### config.mk
export PLATFORM = sky130hd
export DESIGN_NAME = recursive_mutex_fifo_handoff_top
export DESIGN_NICKNAME = d
export VERILOG_FILES = /design/src/hw/rtl/rmfh_pkg.sv /design/src/hw/rtl/rmfh_qmem.sv /design/src/hw/rtl/rmfh_core.sv /design/src/hw/rtl/recursive_mutex_fifo_handoff_top.sv
export VERILOG_INCLUDE_DIRS = /design/src /design/src/hw/rtl
export SDC_FILE = /design/constraint.sdc
export NUM_CORES = 1
export LEC_CHECK = 0
export ABC_CLOCK_PERIOD_IN_PS = 4800
export BUFFER_PORTS_ARGS = -buffer_cell sky130_fd_sc_hd__buf_2
export CAP_MARGIN = 20
export CORE_MARGIN = 2
export CORE_UTILIZATION = 40
export CTS_CLUSTER_SIZE = 30
export DETAILED_ROUTE_END_ITERATION = 7
export PLACE_DENSITY = 0.62
export SETUP_SLACK_MARGIN = 0.5
export SLEW_MARGIN = 10
export SYNTH_ARGS = -nofsm -noshare
export SYNTH_HDL_FRONTEND = slang
export SYNTH_HIERARCHICAL = 1
export SYNTH_SLANG_ARGS = --single-unit
export TNS_END_PERCENT = 10
### constraint.sdc
create_clock -name clk -period 4.8 [get_ports clk]
set_clock_uncertainty 0.05 [all_clocks]
set_input_delay 0.24 -clock clk [delete_from_list [all_inputs] [get_ports clk]]
set_output_delay 0.24 -clock clk [all_outputs]
set_load 0.03 [all_outputs]
### src/hw/rtl/assert_macros.svh
// ---------------------------------------------------------------------------
// assertion macros
// shared concurrent assertion forms, empty when SYNTH is defined
// ---------------------------------------------------------------------------
`ifndef ASSERT_MACROS_SVH
`define ASSERT_MACROS_SVH

`ifndef SYNTH

// property must hold at every clock edge outside reset
`define ASSERT_PROP(lbl, clk, rst, prop, msg) \
  lbl: assert property (@(posedge clk) disable iff (rst) prop) else $error(msg);

// expression must never be true outside reset
`define ASSERT_NEVER(lbl, clk, rst, expr, msg) \
  lbl: assert property (@(posedge clk) disable iff (rst) !(expr)) else $error(msg);

`else

`define ASSERT_PROP(lbl, clk, rst, prop, msg)
`define ASSERT_NEVER(lbl, clk, rst, expr, msg)

`endif

`endif

### src/hw/rtl/rmfh_pkg.sv
// ---------------------------------------------------------------------------
// rmfh_pkg
// types, status codes and defaults of the recursive mutex lock unit
// ---------------------------------------------------------------------------
`timescale 1ns / 1ps

package rmfh_pkg;

  // default sizing
  localparam int MAX_TASKS_DEF = 16;
  localparam int COUNT_MAX_DEF = 255;

  // fixed field widths
  localparam int TASK_W   = 4;
  localparam int STATUS_W = 3;
  localparam int HOLD_W   = 8;

  typedef logic [TASK_W-1:0]   task_t;
  typedef logic [STATUS_W-1:0] status_t;

  // operation codes
  localparam logic OP_LOCK   = 1'b0;
  localparam logic OP_UNLOCK = 1'b1;

  // status codes
  localparam status_t ST_ACQUIRED  = 3'd0;
  localparam status_t ST_NESTED    = 3'd1;
  localparam status_t ST_BLOCKED   = 3'd2;
  localparam status_t ST_PARTIAL   = 3'd3;
  localparam status_t ST_FREED     = 3'd4;
  localparam status_t ST_HANDOFF   = 3'd5;
  localparam status_t ST_NOT_OWNER = 3'd6;
  localparam status_t ST_OVERFLOW  = 3'd7;

  // request word
  typedef struct packed {
    logic  operation;
    task_t task_id;
  } req_t;

  // result word
  typedef struct packed {
    status_t           status;
    logic              woken_valid;
    task_t             woken_task;
    logic              owner_valid;
    task_t             owner_task;
    logic [HOLD_W-1:0] hold_count;
  } rsp_t;

  // wait queue write control
  typedef struct packed {
    logic  en;
    task_t data;
  } qwr_t;

endpackage

### src/hw/rtl/rmfh_qmem.sv
// ---------------------------------------------------------------------------
// rmfh_qmem
// wait queue storage, one write and one registered read per cycle
// ---------------------------------------------------------------------------
`timescale 1ns / 1ps

module rmfh_qmem #(
  parameter int DEPTH = rmfh_pkg::MAX_TASKS_DEF,
  parameter int AW    = $clog2(DEPTH)
) (
  input  logic            clk,
  input  rmfh_pkg::qwr_t  wr,
  input  logic [AW-1:0]   wr_addr,
  input  logic [AW-1:0]   rd_addr,
  output rmfh_pkg::task_t rd_data
);

  rmfh_pkg::task_t mem [DEPTH];

  // write port
  always_ff @(posedge clk) begin
    if (wr.en) begin
      mem[wr_addr] <= wr.data;
    end
  end

  // registered read port
  always_ff @(posedge clk) begin
    rd_data <= mem[rd_addr];
  end

endmodule

### src/hw/rtl/rmfh_core.sv
// ---------------------------------------------------------------------------
// rmfh_core
// lock owner, nesting count and queue pointers; decides each request
// ---------------------------------------------------------------------------
`timescale 1ns / 1ps
`include "assert_macros.svh"

module rmfh_core #(
  parameter int MAX_TASKS = rmfh_pkg::MAX_TASKS_DEF,
  parameter int COUNT_MAX = rmfh_pkg::COUNT_MAX_DEF,
  parameter int PW        = $clog2(MAX_TASKS)
) (
  input  logic            clk,
  input  logic            rst,
  input  logic            exec,
  input  rmfh_pkg::req_t  req,
  input  rmfh_pkg::task_t rd_data,
  output logic [PW-1:0]   head,
  output logic [PW-1:0]   tail,
  output rmfh_pkg::qwr_t  qwr,
  output rmfh_pkg::rsp_t  rsp
);

  localparam int CW = $clog2(COUNT_MAX + 1);
  localparam int FW = $clog2(MAX_TASKS + 1);
  localparam int HW = rmfh_pkg::HOLD_W;

  logic                  held, held_next;
  rmfh_pkg::task_t       owner, owner_next;
  logic [CW-1:0]         count, count_next;
  logic [PW-1:0]         head_next, tail_next;
  logic [FW-1:0]         fill, fill_next;
  logic [CW-1:0]         count_dec;
  logic                  is_owner;

  function automatic logic [PW-1:0] next_slot(input logic [PW-1:0] p);
    return (p == PW'(MAX_TASKS - 1)) ? '0 : p + PW'(1);
  endfunction

  assign is_owner  = held && (owner == req.task_id);
  assign count_dec = count - CW'(1);

  // request decision
  always_comb begin
    held_next       = held;
    owner_next      = owner;
    count_next      = count;
    head_next       = head;
    tail_next       = tail;
    fill_next       = fill;
    qwr.en          = 1'b0;
    qwr.data        = req.task_id;
    rsp.woken_valid = 1'b0;
    rsp.woken_task  = '0;
    rsp.status      = rmfh_pkg::ST_NOT_OWNER;
    if (req.operation == rmfh_pkg::OP_LOCK) begin
      if (!held) begin
        held_next  = 1'b1;
        owner_next = req.task_id;
        count_next = CW'(1);
        rsp.status = rmfh_pkg::ST_ACQUIRED;
      end else if (is_owner) begin
        if (count >= CW'(COUNT_MAX)) begin
          rsp.status = rmfh_pkg::ST_OVERFLOW;
        end else begin
          count_next = count + CW'(1);
          rsp.status = rmfh_pkg::ST_NESTED;
        end
      end else if (fill >= FW'(MAX_TASKS)) begin
        rsp.status = rmfh_pkg::ST_OVERFLOW;
      end else begin
        qwr.en     = exec;
        tail_next  = next_slot(tail);
        fill_next  = fill + FW'(1);
        rsp.status = rmfh_pkg::ST_BLOCKED;
      end
    end else if (is_owner) begin
      count_next = count_dec;
      if (count_dec != '0) begin
        rsp.status = rmfh_pkg::ST_PARTIAL;
      end else if (fill != '0) begin
        // hand the lock to the head waiter
        rsp.woken_valid = 1'b1;
        rsp.woken_task  = rd_data;
        head_next       = next_slot(head);
        fill_next       = fill - FW'(1);
        owner_next      = rd_data;
        count_next      = CW'(1);
        rsp.status      = rmfh_pkg::ST_HANDOFF;
      end else begin
        held_next  = 1'b0;
        owner_next = '0;
        count_next = '0;
        rsp.status = rmfh_pkg::ST_FREED;
      end
    end
    // owner view after the request
    rsp.owner_valid = held_next;
    rsp.owner_task  = held_next ? owner_next : '0;
    rsp.hold_count  = held_next ? HW'(count_next) : '0;
  end

  // state registers
  always_ff @(posedge clk) begin
    if (rst) begin
      held  <= 1'b0;
      owner <= '0;
      count <= '0;
      head  <= '0;
      tail  <= '0;
      fill  <= '0;
    end else if (exec) begin
      held  <= held_next;
      owner <= owner_next;
      count <= count_next;
      head  <= head_next;
      tail  <= tail_next;
      fill  <= fill_next;
    end
  end

  `ASSERT_NEVER(a_fill_bound, clk, rst, fill > FW'(MAX_TASKS), "queue fill beyond depth")
  `ASSERT_NEVER(a_free_clean, clk, rst, !held && (count != '0 || owner != '0),
                "free lock keeps owner or count")
  `ASSERT_PROP(a_handoff_pop, clk, rst,
               (exec && rsp.status == rmfh_pkg::ST_HANDOFF) |=> fill == $past(fill) - FW'(1),
               "handoff did not pop the queue")

endmodule

### src/hw/rtl/recursive_mutex_fifo_handoff_top.sv
// Timing: a request accepted in the idle state is captured in req_q and decided in the exec
//   state; its result word is then registered on rsp, marked by done.
// No new request is taken while busy in the decide cycle; the head entry of the wait queue memory is
//   read in the accept cycle and used in the following decide cycle.
// Reset: rst frees the lock and empties the queue at once; queue memory is not cleared.
// Results are strobed for one cycle; the receiver cannot stall.
// ---------------------------------------------------------------------------
// recursive_mutex_fifo_handoff_top
// recursive mutex lock unit with a fifo wait queue and handoff on release
// ---------------------------------------------------------------------------
`timescale 1ns / 1ps
`include "assert_macros.svh"

module recursive_mutex_fifo_handoff_top #(
  parameter int MAX_TASKS = rmfh_pkg::MAX_TASKS_DEF,
  parameter int COUNT_MAX = rmfh_pkg::COUNT_MAX_DEF
) (
  input  logic           clk,
  input  logic           rst,
  input  logic           start,
  output logic           busy,
  input  rmfh_pkg::req_t req,
  output logic           done,
  output rmfh_pkg::rsp_t rsp
);

  localparam int PW = $clog2(MAX_TASKS);

  localparam logic S_IDLE = 1'b0;
  localparam logic S_EXEC = 1'b1;

  logic            state, state_next;
  logic            exec;
  rmfh_pkg::req_t  req_q;
  rmfh_pkg::task_t rd_data;
  logic [PW-1:0]   head, tail;
  rmfh_pkg::qwr_t  qwr;
  rmfh_pkg::rsp_t  core_rsp;

  assign busy = (state == S_EXEC);
  assign exec = (state == S_EXEC);

  // sequencer: accept, then decide
  always_comb begin
    state_next = state;
    unique case (state)
      S_IDLE: begin
        if (start) state_next = S_EXEC;
      end
      S_EXEC: begin
        state_next = S_IDLE;
      end
      default: state_next = S_IDLE;
    endcase
  end

  always_ff @(posedge clk) begin
    if (rst) begin
      state <= S_IDLE;
      done  <= 1'b0;
    end else begin
      state <= state_next;
      done  <= exec;
    end
  end

  // request and result words
  always_ff @(posedge clk) begin
    if (start && !busy) begin
      req_q <= req;
    end
    if (exec) begin
      rsp <= core_rsp;
    end
  end

  rmfh_qmem #(
    .DEPTH (MAX_TASKS),
    .AW    (PW)
  ) u_qmem (
    .clk     (clk),
    .wr      (qwr),
    .wr_addr (tail),
    .rd_addr (head),
    .rd_data (rd_data)
  );

  rmfh_core #(
    .MAX_TASKS (MAX_TASKS),
    .COUNT_MAX (COUNT_MAX),
    .PW        (PW)
  ) u_core (
    .clk     (clk),
    .rst     (rst),
    .exec    (exec),
    .req     (req_q),
    .rd_data (rd_data),
    .head    (head),
    .tail    (tail),
    .qwr     (qwr),
    .rsp     (core_rsp)
  );

  `ASSERT_PROP(a_done_after_exec, clk, rst, done |-> $past(state == S_EXEC),
               "result strobe without a decide cycle")
  `ASSERT_PROP(a_accept_to_exec, clk, rst, (start && !busy) |=> busy,
               "accepted request did not enter decide cycle")
  `ASSERT_NEVER(a_done_not_busy, clk, rst, done && busy, "strobe while busy")

endmodule
==> results of run 1 <==
[worst max-delay path, cell delays in order, from the launching register on]
cell and delay [ns]:
edfxtp_1 0.72, inv_1 0.45, nand2_1 0.38, a2111oi_4 0.66
or3b_2 0.55, nor3_1 0.45
[layout make-up]
| class | count | share of cell area (%) |
|---|---|---|
| clock buffers | 18 | 6.523 |
| inverters | 11 | 0.6276 |
| well taps | 180 | 3.423 |
| repair buffers | 40 | 3.614 |
| clock inverters | 14 | 1.864 |
| flip-flops and latches | 122 | 50.84 |
| multi-input cells | 291 | 33.11 |
[cells in the final DEF (no fill, tap or decap), types with 4 or more instances in the layout]
cell type	netlist	routed
mux4_1	14	14
nor3_1	12	12
nor2b_1	6	6
buf_4	5	5
dfxtp_1	32	31
clkbuf_16	0	17
dlygate4sd3_1	0	5
nand4_1	6	6
a41o_1	4	4
nand2_1	34	34
a21oi_1	28	28
edfxtp_1	90	90
nand2b_1	4	4
a31oi_1	6	6
mux2i_1	10	10
a211oi_1	4	4
inv_1	8	8
nor4_1	4	4
o21ai_0	11	11
nand3_1	17	17
clkinv_4	0	4
a22oi_1	4	4
xnor2_1	14	14
ha_1	8	8
and2_1	5	5
buf_2	4	30
nor2_1	40	40
a41oi_1	4	4
[per-stage QoR]
step	setup slack, ns	instances
6_report	1.171	676
2_1_floorplan	1.435	454
3_3_place_gp	1.313	639
3_5_place_dp	1.179	639
4_1_cts	1.183	676
5_1_grt	0.9693	676
[state kept, by name (all words and copies together) (netlist names)]
| name | cells |
|---|---|
| u_qmem/mem | 64 |
| rsp | 21 |
| u_core/count | 8 |
| req_q | 5 |
| u_core/fill | 5 |
| u_core/head | 4 |
| u_core/owner | 4 |
| u_core/tail | 4 |
| u_qmem/rd_data | 4 |
| busy | 1 |
| done | 1 |
| u_core/held | 1 |
[power groups by stage]
stage / Sequential [mW] / Clock [mW] / Combinational, mW
floorplan: 1.19 / 0 / 0.0699
global placement: 1.19 / 0 / 0.105
detailed placement: 1.19 / 0 / 0.106
CTS: 1.17 / 1.19 / 0.110
global route: 1.17 / 1.24 / 0.121
finish: 1.17 / 1.17 / 0.110
[how the worst max path moves through the flow]
| stage | from | slack, ns | endpoint | depth (start not counted) |
|---|---|---|---|---|
| 2_1_floorplan | busy | 1.43 | u_qmem/mem[0][0] | 5 |
| 3_3_place_gp | req_q[4] | 1.31 | u_qmem/mem[0][1] | 5 |
| 3_5_place_dp | req_q[4] | 1.18 | u_qmem/mem[0][1] | 5 |
| 4_1_cts | req_q[4] | 1.18 | u_qmem/mem[0][2] | 5 |
| 5_1_grt | req_q[4] | 0.97 | u_qmem/mem[0][2] | 5 |
| 6_report | req_q[4] | 1.17 | u_qmem/mem[0][2] | 5 |
[cells by family after synthesis]
group / synth area share [%]
AND/OR/NAND/NOR: 13.47
flip-flops: 58.42
multiplexers: 9.160
buffers and inverters: 3.520
XOR/XNOR: 2.449
AO/OA/AOI/OAI: 10.89
adder cells (fa/ha/maj): 2.099
[what timing repair did]
action                                  in CTS  in global routing
setup buffers                                0                  0
endpoints found under the setup margin       0                  0
endpoints found under the hold margin        5                  0
hold buffers                                 5                  0
[layer usage]
layer | part of all wire, % | up-vias | track usage, %
met2 | 49 | 105 | 27.58
met4 | 1.4 | 0 | 6.108
li1 | - | 1809 | -
met3 | 5.2 | 17 | 4.899
met5 | 0 | - | 0
met1 | 45 | 1851 | 20.80
==> qor.yml, run 1 <==
status: "finished, final reports clean"
clk_pin_slew_ns: 0.05
synth_top_flop_cell: "edfxtp_1"
grt_max_degree: 52
p_int_mw: 1.893
grt_use_total_pct: 16.69
finalHoldViolCount: 0
design_area_sq_um: 6579
r2r_slack_ns: 1.17
power_frac_seq_pct: 47.7
vias: 3782
fin_nets: 500
hold_start: "start"
ys_types: 70
p_switching_uw: 549.0
yosysTopAreaCell: "edfxtp_1"
ctsResizeCount: 0
powerDensity_nw_per_um2: 371.2
vias_per_cell: 5.595
async_flop_share_pct: 0
reg2reg_depth: 5
min_to: "busy"
cts.sinks: 122
n_fill_cell: 1232
io_buffers: 30
yosysSeqAreaShare_pct: 58.42
ys_seq_elements: 122
synth_area_sq_um: 5723
multi_input_area_sq_um: 2178
fin_util_pct: 47.21
areaGrowthSynthToFinish_pct: 14.95
cp_data_arrival_time_ns: 3.63
cp.required_ns: 4.80
combinationalPowerShare_pct: 4.5
grt_pass1_vias: 3731
syn_nets: 471
crit_path_start_kind: "register"
chipWidth_um: 123.6
tightest_slew_ns: 0.9764
yosys-top-cells-area: "edfxtp_1 47%, dfxtp_1 11%, mux4_1 6.4%"
p_total_mw: 2.442
cts_buffers: 17
rows: 43
swShare_pct: 22.48
critical_path_class: "register to register"
hold-path-cell-count: 2
max_freq_mhz: 275.6
timing.final.crit_share_pct: 75.60
yosysWarningCount: 6
regArea_sq_um: 3344
worstSkewPairLatency_ns: 0.42
hold_class: "input port to register"
synth_edf_count: 90
ir_drop_v: 0.0002460
critPathCaptureType: "register"
tns_ns: 0
r2r-start: "req_q[4]"
drc: 0
clock-root-buffer: "clkbuf_16"
place_congestion: 0.8725
wire_per_inst_um: 17.47
routed_wl_um: 11810
clkPwrFrac_pct: 47.8
die_area_sq_um: 15280
overflow: 0
place_area_sq_um: 5977
rsz0062_at_grt: "false"
report.final.slew_viol_count: 0
synth_cells: 454
cts_buffer_depth: 2
finalSetupViolations: 0
r2r-end: "u_qmem/mem[0][2]"
dp_hpwl_um: 7675
cts_htree_levels: 4
core_area_sq_um: 13930
drive_gt1_share_pct: 16.13
drt_iter0_markers: 275
worstPathMaxFanout: 24
start_util_pct: 41.07
ys_top_cells_by_count: "90 x edfxtp_1, 40 x nor2_1, 34 x nand2_1"
avgSynthCellArea_sq_um: 12.61
hold_ws_ns: 0.07580
p_leak_nw: 2.204
ant_nets: 0
pin_count: 31
maxCapViolations: 0
antenna_found_initial: 0
die_y_um: 123.6
yosysMostFrequentCell: "edfxtp_1"
grt_pass1_wl_um: 18940
finalCriticalPeriod_ns: 3.629
cts_tree: "done"
diodes: 0
slew_headroom_pct: 34.82
synth_top_area_share_pct: 47.22
drtPass1Iterations: 5
No activity file was read; power rests on OpenSTA's default activity.
==> run 2: changes to the inputs <==
- ABC_CLOCK_PERIOD_IN_PS: 4800 -> 3200
- PLACE_DENSITY: 0.62 -> 0.64
- clock period: 4.8 -> 3.2 ns (I/O delays scaled with it)
==> qor.yml, run 2 (same netlist as run 1, synthesis figures left out) <==
clock-root-buffer: "clkbuf_16"
cts_tree: "done"
slowest_delay_ns: 0.41
crit_start: "u_core/count[1]"
critPathCaptureType: "register"
io_buffers: 30
timing.final.crit_share_pct: 82.71
pin_count: 31
critical_path_class: "register to register"
die_area_sq_um: 15280
cp_num_buf_inv: 2
report.final.slew_viol_count: 0
start_util_pct: 41.07
mostFrequentLayoutCells: "90 x edfxtp_1, 40 x nor2_1, 34 x nand2_1, 30 x buf_2, 29 x dfxtp_1"
design_area_sq_um: 6869
chipWidth_um: 123.6
drc: 0
grt_pass1_vias: 3752
powerDensity_nw_per_um2: 565.5
ant_nets: 0
hold_start: "rst"
vias_per_cell: 5.652
top_regs: "u_qmem/mem x64, rsp x21, u_core/count x8"
cts_htree_levels: 4
grt_pass1_wl_um: 19610
routed_wl_um: 12330
cp_slowest_cell: "or3b_4"
setup_ws_ns: 0.5534
fin_nets: 523
finalSetupViolations: 0
hold_ws_ns: 0.2023
clk_pin_slew_ns: 0.06
rows: 43
ir_drop_v: 0.0003826
place_area_sq_um: 6095
largest_reg_flops: 64
cp_data_arrival_time_ns: 2.93
diodes: 0
place_worst_setup_slack_ns: 0.3018
top_register: "u_qmem/mem"
critical_path.cell_chain: "inv_2 > ha_4 > or3b_4 > o31a_1 > nor3_4 > buf_4 > a41oi_2 > or2_0 > a21oi_1"
drive_gt1_share_pct: 21.39
worstSkewPairLatency_ns: 0.42
rsz0062_at_grt: "true"
cts_buffers: 17
tightest_slew_ns: 0.7995
place_congestion: 0.8733
die_y_um: 123.6
finalCriticalPeriod_ns: 2.647
status: "finished, final reports clean"
antenna_found_initial: 0
final_common_cell: "edfxtp_1"
crit_path_start_kind: "register"
areaGrowthSynthToFinish_pct: 20.03
wire_per_inst_um: 17.65
cts_buffer_depth: 2
finalHoldViolCount: 0
cp.required_ns: 3.48
cts.sinks: 122
overflow: 0
hold_class: "input port to register"
p_leak_nw: 2.364
grt_use_total_pct: 17.34
drt_iter0_markers: 351
max_freq_mhz: 377.8
p_total_mw: 3.884
vias: 3951
slew_headroom_pct: 46.63
dp_hpwl_um: 8045
worstPathMaxFanout: 9
core_area_sq_um: 13930
grt_max_degree: 52
drtPass1Iterations: 6
tns_ns: 0
path_delay_family: "simple AND/OR/NAND/NOR gates"
maxCapViolations: 0
r2r-start: "u_core/count[1]"
run 2: per-layer routing:
layer	global-route usage, %	share of wire (%)
met3	5.403	5.9
met1	22.87	45
met2	26.55	47
met4	7.244	1.7
met5	0	0
run 2: power by group:
group	internal, mW	switching [mW]
Combinational	0.0724	0.129
Clock	1.23	0.718
Sequential	1.72	0.0161
Total	3.02	0.863
run 2: worst paths after layout:
path	to	slack [ns]	cells after the start
worst max-delay path	u_core/fill[1]	0.55	9
worst min-delay path	done	0.20	2
worst max register to register	u_core/fill[1]	0.55	9
worst min register to register	u_core/fill[1]	0.45	2
run 2: area by class of cell:
cell class              instances  area (sq um)
clock inverters                13         166.4
fillers                      1191          7066
inverters                      11         45.04
repair buffers                 63         424.2
multi-input cells             291          2221
well taps                     180         225.2
clock buffers                  19         432.9
flip-flops and latches        122          3354
run 2: what timing repair did:
action	in CTS	in global routing
pin swaps	1	5
endpoints found under the setup margin	29	44
setup buffers	1	7
resized for setup	3	13
gates cloned	0	0
hold buffers	6	0
hold endpoints to repair	6	0
run 2: metrics by stage:
stage	std cells	utilization, %
3_5_place_dp	653	43.74
5_1_grt	699	49.30
3_3_place_gp	653	43.74
2_1_floorplan	454	-
6_report	699	49.30
4_1_cts	692	48.55
